==> src/hw/rtl/mts_pkg.sv <==
// Shared types and codes for the melody tone sequencer.
// No dependencies; used by the sequencer module, the checker and the testbench.
package mts_pkg;

    localparam logic [1:0] CMD_WRITE = 2'd0;
    localparam logic [1:0] CMD_START = 2'd1;
    localparam logic [1:0] CMD_TICK  = 2'd2;

    localparam logic [1:0] KIND_TONE = 2'd0;
    localparam logic [1:0] KIND_REST = 2'd1;
    localparam logic [1:0] KIND_END  = 2'd2;
    localparam logic [1:0] KIND_LOOP = 2'd3;

    localparam logic [16:0] FREQ_MAX    = 17'h1FFFF;
    localparam logic [16:0] ELAPSED_MAX = 17'h1FFFF;

    typedef struct packed {
        logic [1:0]  cmd;
        logic [5:0]  address;
        logic [3:0]  note;
        logic [5:0]  semitones;
        logic [1:0]  kind;
        logic [15:0] duration_ms;
        logic        sound_on;
    } item_t;

    typedef struct packed {
        logic [16:0] tone_freq;
        logic        tone_update;
        logic        finished;
        logic        playing;
    } result_t;

    typedef struct packed {
        logic [3:0]  note;
        logic [5:0]  semitones;
        logic [1:0]  kind;
        logic [15:0] duration;
    } entry_t;

endpackage

==> src/hw/rtl/mts_chan_if.sv <==
// Valid/ready channel carrying one word of a given payload type.
// Depends on nothing; payload types come from mts_pkg at the instance.
interface mts_chan_if #(parameter type payload_t = logic) ();
    logic     valid;
    logic     ready;
    payload_t data;

    modport source (output valid, output data, input ready);
    modport sink (input valid, input data, output ready);
endinterface

==> src/hw/rtl/mts_ram.sv <==
// Generic RAM: one write port, two read ports, registered read data.
// No dependencies.
module mts_ram #(
    parameter int WIDTH = 28,
    parameter int DEPTH = 64
) (
    input  logic                     clk,
    input  logic                     we,
    input  logic [$clog2(DEPTH)-1:0] waddr,
    input  logic [WIDTH-1:0]         wdata,
    input  logic [$clog2(DEPTH)-1:0] raddr_a,
    output logic [WIDTH-1:0]         rdata_a,
    input  logic [$clog2(DEPTH)-1:0] raddr_b,
    output logic [WIDTH-1:0]         rdata_b
);
    logic [WIDTH-1:0] mem [DEPTH];
    logic [WIDTH-1:0] rdata_a_reg;
    logic [WIDTH-1:0] rdata_b_reg;

    always_ff @(posedge clk)
    begin
        if (we)
        begin
            mem[waddr] <= wdata;
        end
        rdata_a_reg <= mem[raddr_a];
        rdata_b_reg <= mem[raddr_b];
    end

    assign rdata_a = rdata_a_reg;
    assign rdata_b = rdata_b_reg;
endmodule

==> src/hw/rtl/mts_tone_calc.sv <==
// Equal-temperament tone frequency: base[note]/16 * 2^(shift/12), Hz with 4 fraction bits.
// Combinational; no package dependencies.
module mts_tone_calc #(
    parameter int MAX_SHIFT = 47
) (
    input  logic [3:0]  note,
    input  logic [5:0]  semitones,
    output logic [16:0] tone
);
    localparam logic [12:0] BASE_FREQ [12] = '{
        13'd4186, 13'd4435, 13'd4699, 13'd4978, 13'd5274, 13'd5588,
        13'd5920, 13'd6272, 13'd6645, 13'd7040, 13'd7459, 13'd7902
    };
    localparam logic [16:0] RATIO_Q16 [12] = '{
        17'd65536, 17'd69433, 17'd73562, 17'd77936, 17'd82570, 17'd87480,
        17'd92682, 17'd98193, 17'd104032, 17'd110218, 17'd116772, 17'd123715
    };
    localparam logic [16:0] FREQ_MAX_L = 17'h1FFFF;

    logic [3:0]  note_sat;
    logic [5:0]  shift;
    logic [2:0]  octave;
    logic [5:0]  octave_base;
    logic [5:0]  rem_wide;
    logic [3:0]  rem;
    logic [29:0] product;
    logic [34:0] scaled;
    logic [34:0] rounded;
    logic [18:0] freq_wide;

    always_comb
    begin
        note_sat = (note > 4'd11) ? 4'd11 : note;
        shift    = (semitones > 6'(MAX_SHIFT)) ? 6'(MAX_SHIFT) : semitones;

        if (shift >= 6'd60)
        begin
            octave = 3'd5;
        end
        else if (shift >= 6'd48)
        begin
            octave = 3'd4;
        end
        else if (shift >= 6'd36)
        begin
            octave = 3'd3;
        end
        else if (shift >= 6'd24)
        begin
            octave = 3'd2;
        end
        else if (shift >= 6'd12)
        begin
            octave = 3'd1;
        end
        else
        begin
            octave = 3'd0;
        end

        octave_base = {octave, 3'b000} + {1'b0, octave, 2'b00};
        rem_wide    = shift - octave_base;
        rem         = rem_wide[3:0];

        product   = 30'(BASE_FREQ[note_sat]) * 30'(RATIO_Q16[rem]);
        scaled    = {5'b0, product} << octave;
        rounded   = scaled + 35'd32768;
        freq_wide = rounded[34:16];
        tone      = (freq_wide > 19'(FREQ_MAX_L)) ? FREQ_MAX_L : freq_wide[16:0];
    end
endmodule

==> src/hw/rtl/melody_tone_sequencer_unit.sv <==
// Melody tone sequencer: table of melody entries, millisecond tick playback.
// A result is in the output register in the cycle after its item is accepted.
// Throughput: one item per cycle while results are taken; the table RAM's registered
// read ports fetch the current and loop-start entries from the next-state addresses, with write bypass.
// Reset clears playback state and the output valid flag, not the output data; table contents are undefined
// until written. Depends on mts_pkg, mts_chan_if, mts_ram, mts_tone_calc.
module melody_tone_sequencer_unit
    import mts_pkg::*;
#(
    parameter int TABLE_DEPTH = 64,
    parameter int MAX_SHIFT   = 47
) (
    input  logic        clk,
    input  logic        rst_n,
    mts_chan_if.sink    items,
    mts_chan_if.source  results
);
    localparam int AW = $clog2(TABLE_DEPTH);

    logic [AW-1:0] addr_mod [64];

    for (genvar i = 0; i < 64; i++)
    begin : g_addr_mod
        localparam int M = i % TABLE_DEPTH;
        assign addr_mod[i] = AW'(M);
    end

    logic [AW-1:0] pos_reg,    pos_next;
    logic [AW-1:0] start_reg,  start_next;
    logic [16:0]   elapsed_reg, elapsed_next;
    logic [15:0]   dur_reg,    dur_next;
    logic          active_reg, active_next;
    logic [16:0]   tone_reg,   tone_next;
    logic          hit_cur_reg,  hit_cur_next;
    logic          hit_loop_reg, hit_loop_next;
    entry_t        fwd_reg;
    logic          out_valid_reg, out_valid_next;
    result_t       out_data_reg,  out_data_next;

    item_t         item;
    logic          accept;
    logic [AW-1:0] addr_idx;
    logic          we;
    entry_t        wentry;
    logic [27:0]   rdata_cur;
    logic [27:0]   rdata_loop;
    entry_t        cur_entry;
    entry_t        loop_entry;
    entry_t        sel_entry;
    logic [1:0]    sel_kind;
    logic [AW-1:0] sel_pos;
    logic [AW-1:0] sel_pos_inc;
    logic [16:0]   elapsed_inc;
    logic [16:0]   tone_val;
    logic          update;
    logic          finished;

    assign item         = items.data;
    assign accept       = items.valid && items.ready;
    assign items.ready  = !out_valid_reg || results.ready;
    assign results.valid = out_valid_reg;
    assign results.data  = out_data_reg;

    assign addr_idx = addr_mod[item.address];
    assign we       = accept && (item.cmd == CMD_WRITE);
    assign wentry   = '{note: item.note, semitones: item.semitones, kind: item.kind,
                        duration: item.duration_ms};

    mts_ram #(
        .WIDTH (28),
        .DEPTH (TABLE_DEPTH)
    ) u_table (
        .clk     (clk),
        .we      (we),
        .waddr   (addr_idx),
        .wdata   (wentry),
        .raddr_a (pos_next),
        .rdata_a (rdata_cur),
        .raddr_b (start_next),
        .rdata_b (rdata_loop)
    );

    assign cur_entry  = hit_cur_reg  ? fwd_reg : entry_t'(rdata_cur);
    assign loop_entry = hit_loop_reg ? fwd_reg : entry_t'(rdata_loop);

    always_comb
    begin
        if (cur_entry.kind == KIND_LOOP)
        begin
            sel_entry = loop_entry;
            sel_pos   = start_reg;
            sel_kind  = (loop_entry.kind == KIND_LOOP) ? KIND_END : loop_entry.kind;
        end
        else
        begin
            sel_entry = cur_entry;
            sel_pos   = pos_reg;
            sel_kind  = cur_entry.kind;
        end
        sel_pos_inc = (sel_pos == AW'(TABLE_DEPTH - 1)) ? '0 : sel_pos + 1'b1;
    end

    mts_tone_calc #(
        .MAX_SHIFT (MAX_SHIFT)
    ) u_tone (
        .note      (sel_entry.note),
        .semitones (sel_entry.semitones),
        .tone      (tone_val)
    );

    assign elapsed_inc = (elapsed_reg == ELAPSED_MAX) ? elapsed_reg : elapsed_reg + 1'b1;

    always_comb
    begin
        pos_next     = pos_reg;
        start_next   = start_reg;
        elapsed_next = elapsed_reg;
        dur_next     = dur_reg;
        active_next  = active_reg;
        tone_next    = tone_reg;
        update       = 1'b0;
        finished     = 1'b0;

        if (accept)
        begin
            case (item.cmd)
                CMD_START:
                begin
                    start_next  = addr_idx;
                    pos_next    = addr_idx;
                    active_next = 1'b1;
                end
                CMD_TICK:
                begin
                    elapsed_next = elapsed_inc;
                    if (!item.sound_on)
                    begin
                        finished    = active_reg;
                        active_next = 1'b0;
                        tone_next   = '0;
                        update      = 1'b1;
                    end
                    else if (active_reg && (elapsed_inc > {1'b0, dur_reg}))
                    begin
                        update   = 1'b1;
                        pos_next = sel_pos;
                        if (sel_kind == KIND_END)
                        begin
                            tone_next   = '0;
                            active_next = 1'b0;
                            finished    = 1'b1;
                        end
                        else
                        begin
                            tone_next    = (sel_kind == KIND_REST) ? '0 : tone_val;
                            elapsed_next = '0;
                            dur_next     = sel_entry.duration;
                            pos_next     = sel_pos_inc;
                        end
                    end
                end
                default:
                begin
                end
            endcase
        end

        hit_cur_next  = we && (addr_idx == pos_next);
        hit_loop_next = we && (addr_idx == start_next);

        out_data_next = '{tone_freq: tone_next, tone_update: update, finished: finished,
                          playing: active_next};
        if (accept)
        begin
            out_valid_next = 1'b1;
        end
        else if (results.ready)
        begin
            out_valid_next = 1'b0;
        end
        else
        begin
            out_valid_next = out_valid_reg;
        end
    end

    always_ff @(posedge clk or negedge rst_n)
    begin
        if (!rst_n)
        begin
            pos_reg       <= '0;
            start_reg     <= '0;
            elapsed_reg   <= '0;
            dur_reg       <= '0;
            active_reg    <= 1'b0;
            tone_reg      <= '0;
            hit_cur_reg   <= 1'b0;
            hit_loop_reg  <= 1'b0;
            out_valid_reg <= 1'b0;
        end
        else
        begin
            pos_reg       <= pos_next;
            start_reg     <= start_next;
            elapsed_reg   <= elapsed_next;
            dur_reg       <= dur_next;
            active_reg    <= active_next;
            tone_reg      <= tone_next;
            hit_cur_reg   <= hit_cur_next;
            hit_loop_reg  <= hit_loop_next;
            out_valid_reg <= out_valid_next;
        end
    end

    always_ff @(posedge clk)
    begin
        fwd_reg <= wentry;
        if (accept)
        begin
            out_data_reg <= out_data_next;
        end
    end
endmodule

==> src/flat_wrapper.sv <==
// flat-port wrapper written by rule: the top's interface ports become plain ports
module melody_tone_sequencer_unit_flat import mts_pkg::*;
#(
    parameter int TABLE_DEPTH = 64,
    parameter int MAX_SHIFT   = 47
)
  (clk, rst_n, items_valid, items_data, items_ready, results_valid, results_data, results_ready);
  mts_chan_if #(.payload_t(item_t)) items_i ();
  mts_chan_if #(.payload_t(result_t)) results_i ();
  input  logic clk;
  input  logic rst_n;
  input wire logic [$bits(items_i.valid)-1:0] items_valid;
  input wire logic [$bits(items_i.data)-1:0] items_data;
  output wire logic [$bits(items_i.ready)-1:0] items_ready;
  output wire logic [$bits(results_i.valid)-1:0] results_valid;
  output wire logic [$bits(results_i.data)-1:0] results_data;
  input wire logic [$bits(results_i.ready)-1:0] results_ready;
  assign items_i.valid = items_valid;
  assign items_i.data = items_data;
  assign items_ready = items_i.ready;
  assign results_valid = results_i.valid;
  assign results_data = results_i.data;
  assign results_i.ready = results_ready;
  melody_tone_sequencer_unit #(.TABLE_DEPTH(TABLE_DEPTH), .MAX_SHIFT(MAX_SHIFT)) u_core (.clk(clk), .rst_n(rst_n), .items(items_i), .results(results_i));
endmodule
==> config.mk <==
export PLATFORM = sky130hd
export DESIGN_NAME = melody_tone_sequencer_unit_flat
export DESIGN_NICKNAME = d
export VERILOG_FILES = /design/src/hw/rtl/mts_pkg.sv /design/src/hw/rtl/mts_chan_if.sv /design/src/hw/rtl/mts_ram.sv /design/src/hw/rtl/mts_tone_calc.sv /design/src/hw/rtl/melody_tone_sequencer_unit.sv /design/src/flat_wrapper.sv
export SDC_FILE = /design/constraint.sdc
export NUM_CORES = 2
export LEC_CHECK = 0
export CAP_MARGIN = 10
export CELL_PAD_IN_SITES_DETAIL_PLACEMENT = 0
export CELL_PAD_IN_SITES_GLOBAL_PLACEMENT = 1
export CORE_UTILIZATION = 47
export DETAILED_ROUTE_END_ITERATION = 16
export DONT_BUFFER_PORTS = 1
export PLACE_DENSITY_LB_ADDON = 0.12
export SLEW_MARGIN = 5
export SYNTH_ARGS = -nofsm -noshare
export SYNTH_HDL_FRONTEND = slang
export SYNTH_HIERARCHICAL = 1
export SYNTH_SLANG_ARGS = --single-unit
==> constraint.sdc <==
create_clock -name clk -period 13.55 [get_ports clk]
set_input_delay 2.71 -clock clk [delete_from_list [all_inputs] [get_ports clk]]
set_output_delay 2.71 -clock clk [all_outputs]
set_load 0.1 [all_outputs]
# Yosys cells after proc, flatten, opt, wreduce, memory -nomap -nowiden
# Memory sizes are Yosys's and may differ from the RTL's. A register that Yosys moved wholly into a read port is not among the register bits.
# Cells that the tools add are included.
# op_classes
n_eq_ne	10
n_reduce_logical	11
bitwise	4
shift	1
n_mux	52
mul	1
magnitude_cmp	12
n_addsub	5
# ops
operator	n
$mux 17	13
$mux 28	3
$mux 6	11
$add 35x16->35 const B	1
$shl 30x3->35	1
$mul 13x17->30	1
$mux 13	2
$gt 19x17->1 const B	1
$ge 6x6->1 const B	3
$add 17x1->17 const B	1
$eq 17x17->1 const B	1
$gt 17x16->1	1
$mux 1	14
$eq 6x6->1	2
$pmux 6 s2	1
$ge 5x5->1 const B	2
$not 4->5	2
$eq 2x2->1 const B	4
$mux 2	4
$ge 7x7->1 const B	1
$not 6->7	1
$add 6x1->6 const B	1
$eq 6x6->1 const B	1
$ge 6x4->1 const B	1
17 further kinds	23
# word_totals
output_inout_bits	22
word_cells	117
regBits	114
rom_bits	864
memories	4
inputBits	41
mem_bits_rw	1792
# mem_list
memory	words	width	rd	rd_clocked_by_memory_dff	write_ports	line	source
u_core.u_table.mem	64	28	2	2	1	mts_ram.sv:16	logic [WIDTH-1:0] mem [DEPTH];
(name not given)	64	6	1	0	0	melody_tone_sequencer_unit.sv:64	assign addr_idx = addr_mod[item.address];
(name not given)	16	17	1	0	0	mts_tone_calc.sv:65	product = 30'(BASE_FREQ[note_sat]) * 30'(RATIO_Q16[rem]);
(name not given)	16	13	1	0	0	mts_tone_calc.sv:65	

# Longest topological paths before layout
# depth
word_depth	28
mapped_depth	53
depth_no_buf	41

# Cells and area by module
# The synthesis kept the hierarchy.
# modules_own_cells
module	area_per_inst_um2	cells_per_inst	n_inst
mts_ram	84323.4	4269	1
mts_tone_calc	9584.2	1265	1
melody_tone_sequencer_unit	5844.4	609	1

# Least setup slack after synthesis
# OpenSTA, ideal clock, no wires.
# synth_path
path_kind	reg-to-reg
start	register u_core.hit_cur_reg
end	register u_core.out_data_reg, in the netlist u_core/results.data[17] (data pin)
t_required_ps	13290
synth_period_minus_slack_ps	11709
stages_incl_launch_ff	48
path_slack_ps	1841
n_path_buf	9
t_arrival_ps	11448
cell_sequence	dfrtp_1 and3b_1 clkbuf_2 or2_1 buf_6 clkbuf_1 mux2i_1 clkbuf_1 nor2_1 nor2_1 buf_2 nand2b_1 and3_1 clkbuf_1 clkinv_1 clkbuf_1 ha_1 a2111o_1 (+12 left out) inv_1 fa_1 inv_1 ha_1 clkbuf_1 a21o_1 a31o_2 a221oi_1 nand2_1 o21ai_2 mux2i_1 nor4_1 or4b_4 nor3_1 nand4_1 or4b_1 o21a_1 a22o_1
# synth_rtl
element	line	source
from (decl)	melody_tone_sequencer_unit.sv:34	logic hit_cur_reg, hit_cur_next;
from (signal assigned)	melody_tone_sequencer_unit.sv:209	hit_cur_reg <= hit_cur_next;
to (signal assigned)	melody_tone_sequencer_unit.sv:220	out_data_reg <= out_data_next;
to (decl)	melody_tone_sequencer_unit.sv:38	result_t out_data_reg, out_data_next;

==> metrics <==
Antenna Nets Post-Route=0; Worst Hold Endpoint=u_core/dur_reg[1]; Syn Inst Count=6143; Setup Buffers After CTS=0; Final Hold Fails=0; CTS root buffer=clkbuf_16; Starting Density=0.475; Clock Skew=64.9 ps; syn_area_per_cell=16.2 um2; crit path capture type=flip-flop; Port Buffers=0; fin nets=6428; io pins=63; RSZ-0062 raised after global routing=no; Worst Setup Path Type=reg2reg; Clk pin slew, worst setup/hold paths=60 ps; Synth cell types=110; DR pass1 iterations=6; post-synth top area share=0.545; area of the core=0.210 mm2; Util after Layout=0.524; RR Startpoint=u_core/hit_cur_reg; HP Start=u_core/fwd_reg[1]; Main synth FF type=edfxtp_1; Most common cell on crit path=fa_1; final setup fails=0; GRT Residual Overflow=0; largest net degree at the start of global routing=94; Die Span X=463 um; Placed Cells=8713; TritonCTS clock tree=yes; cell taking the most area after synthesis=edfxtp_1; flip-flop and latch count after synthesis=1962; Worst-Margin Slew=1390 ps; via count=61600; Period Utilization, post-route=0.932; mapped cell area=0.0998 mm2; WP buf/inv=9; Wirelength per Cell=36.9 um; row cnt=168; H-tree Lvls=4; cts hold-fix bufs=0; capture point of the worst reg-to-reg path=u_core/results.data[17]; global-route wire length before repair=471 mm; Worst-Skew Late Latency=870 ps; Slew Limit Fails=0; sequential share of the synthesized area=0.579; CTS Sinks=1962; Final TNS setup=0 ps; share of cells above drive strength 1=0.240; post-route DRC violation count=0; synth warn=6; f_max=79.2 MHz; DP HPWL=207 mm; Largest delay share family, worst path=simple AND/OR/NAND/NOR gates; crit path max-delay cell type=a221oi_1; asr flop ratio synth=0.0336; area grow syn2layout=10.4%; reg2reg setup slack=920 ps; Inserted Clock Buffers=207; maxcap violations=0; Final min period=12630 ps; CP Max Fanout=24; initial antenna violation count=18; global-route usage over all layers=0.312; vias in the first global route=61100; max_slew headroom=0.0747; syn nets=6454; post-CTS sizing=0; Hold Path Class=reg2reg; R2R depth=40; EDFF count, synth=1812; die extent in y=463 um; Critical Path RT=14140 ps; max FFs per register=1792; arrival time at the worst endpoint=13220 ps; Reg with most FFs=u_core/u_table/mem; status=finished clean; Via density=6.77; CTS max path bufs=3; Post-synth top cells=1812 x edfxtp_1, 824 x mux4_2, 400 x nand2_1; slowest stage delay, CP=670 ps; Cell Count, Final, Fillers Out=9105; detailed router's first-iteration violation count=7872; GPL Wtd Cong=0.890; crit start category=flip-flop; Hold Crit Depth=2; die area=0.214 mm2; DRT Wirelength=336 mm; top post-synthesis cells by area=edfxtp_1 55%, mux4_2 19%, mux2i_1 3.5%, fa_1 3.3%, dfxtp_1 1.7%; most frequent cell after synthesis=edfxtp_1
[per-stage QoR]
| step | area (um2) | setup WS, ps | hold slack (ps) |
|---|---|---|---|
| 2_1_floorplan | 99800 | 1840 | 449 |
| 3_3_place_gp | 103000 | 1280 | 463 |
| 3_5_place_dp | 103000 | 1030 | 475 |
| 4_1_cts | 110000 | 957 | 458 |
| 5_1_grt | 110000 | 101 | 501 |
| 6_report | 110000 | 924 | 467 |
[cells by family after synthesis]
family,after synthesis,share of synthesized area
multiplexers,1240,0.229
flip-flops,1962,0.579
AO/OA/AOI/OAI,857,0.0607
AND/OR/NAND/NOR,1067,0.0486
XOR/XNOR,47,0.00413
buffers and inverters,700,0.0329
adder cells (fa/ha/maj),270,0.0462
[cells in the final DEF, fill, tap and decap left out, types with 38 or more instances in the layout]
cell	instances
dfxtp_1	84
nand3_1	66
a22oi_1	50
clkbuf_1	44
edfxtp_1	1812
clkbuf_16	210
nor2_1	272
fa_1	164
o22ai_1	108
buf_4	171
mux2i_1	350
dfrtp_1	66
nand2_1	399
a22o_1	38
mux2_2	63
o21ai_0	82
a221oi_1	47
nor2_4	64
mux4_2	824
o31ai_1	48
a21oi_1	159
a211oi_1	45
ha_1	106
inv_1	269
nand4_1	38
clkinv_1	44
[layer usage]
| metal | share of wire | wire (um) | GRT usage |
|---|---|---|---|
| met1 | 0.38 | 129000 | 0.422 |
| met2 | 0.47 | 157000 | 0.490 |
| met3 | 0.10 | 34200 | 0.0673 |
| met4 | 0.048 | 16200 | 0.133 |
| met5 | 0.00015 | 52 | 0 |
[area by class of cell]
| type | count | area, um2 |
|---|---|---|
| clock buffers | 272 | 5670 |
| multi-input cells | 3481 | 39400 |
| diodes | 3 | 7.51 |
| flip-flops and latches | 1962 | 57700 |
| inverters | 279 | 1050 |
| well taps | 2805 | 3510 |
| repair buffers | 186 | 1580 |
| clock inverters | 117 | 1170 |
| fillers | 17100 | 100000 |
[worst max-delay path by stage]
stage                     slack, ps  cells after the start                      end                from
after floorplan                1840                     47  u_core/results.data[17]  u_core/hit_cur_reg
after global placement         1280                     40  u_core/results.data[17]  u_core/hit_cur_reg
after detailed placement       1030                     40  u_core/results.data[17]  u_core/hit_cur_reg
after CTS                       960                     40  u_core/results.data[17]  u_core/hit_cur_reg
after global routing            100                     40  u_core/results.data[14]  u_core/hit_cur_reg
final                           920                     40  u_core/results.data[17]  u_core/hit_cur_reg
[worst register-to-register path, delay by kind of cell, from the launching register on]
family                     cells  cell delay (ps)
and+or+nand+nor               14             3650
adders and majority gates      7             3200
AOI/OAI and AO/OA              9             2990
buffers and inverters          9             1810
DFF                            1              490
muxes                          1              230
Power is left out: the tool's default activity adds up to more than one toggle a clock period on the data nets, which glitch-free logic cannot reach.
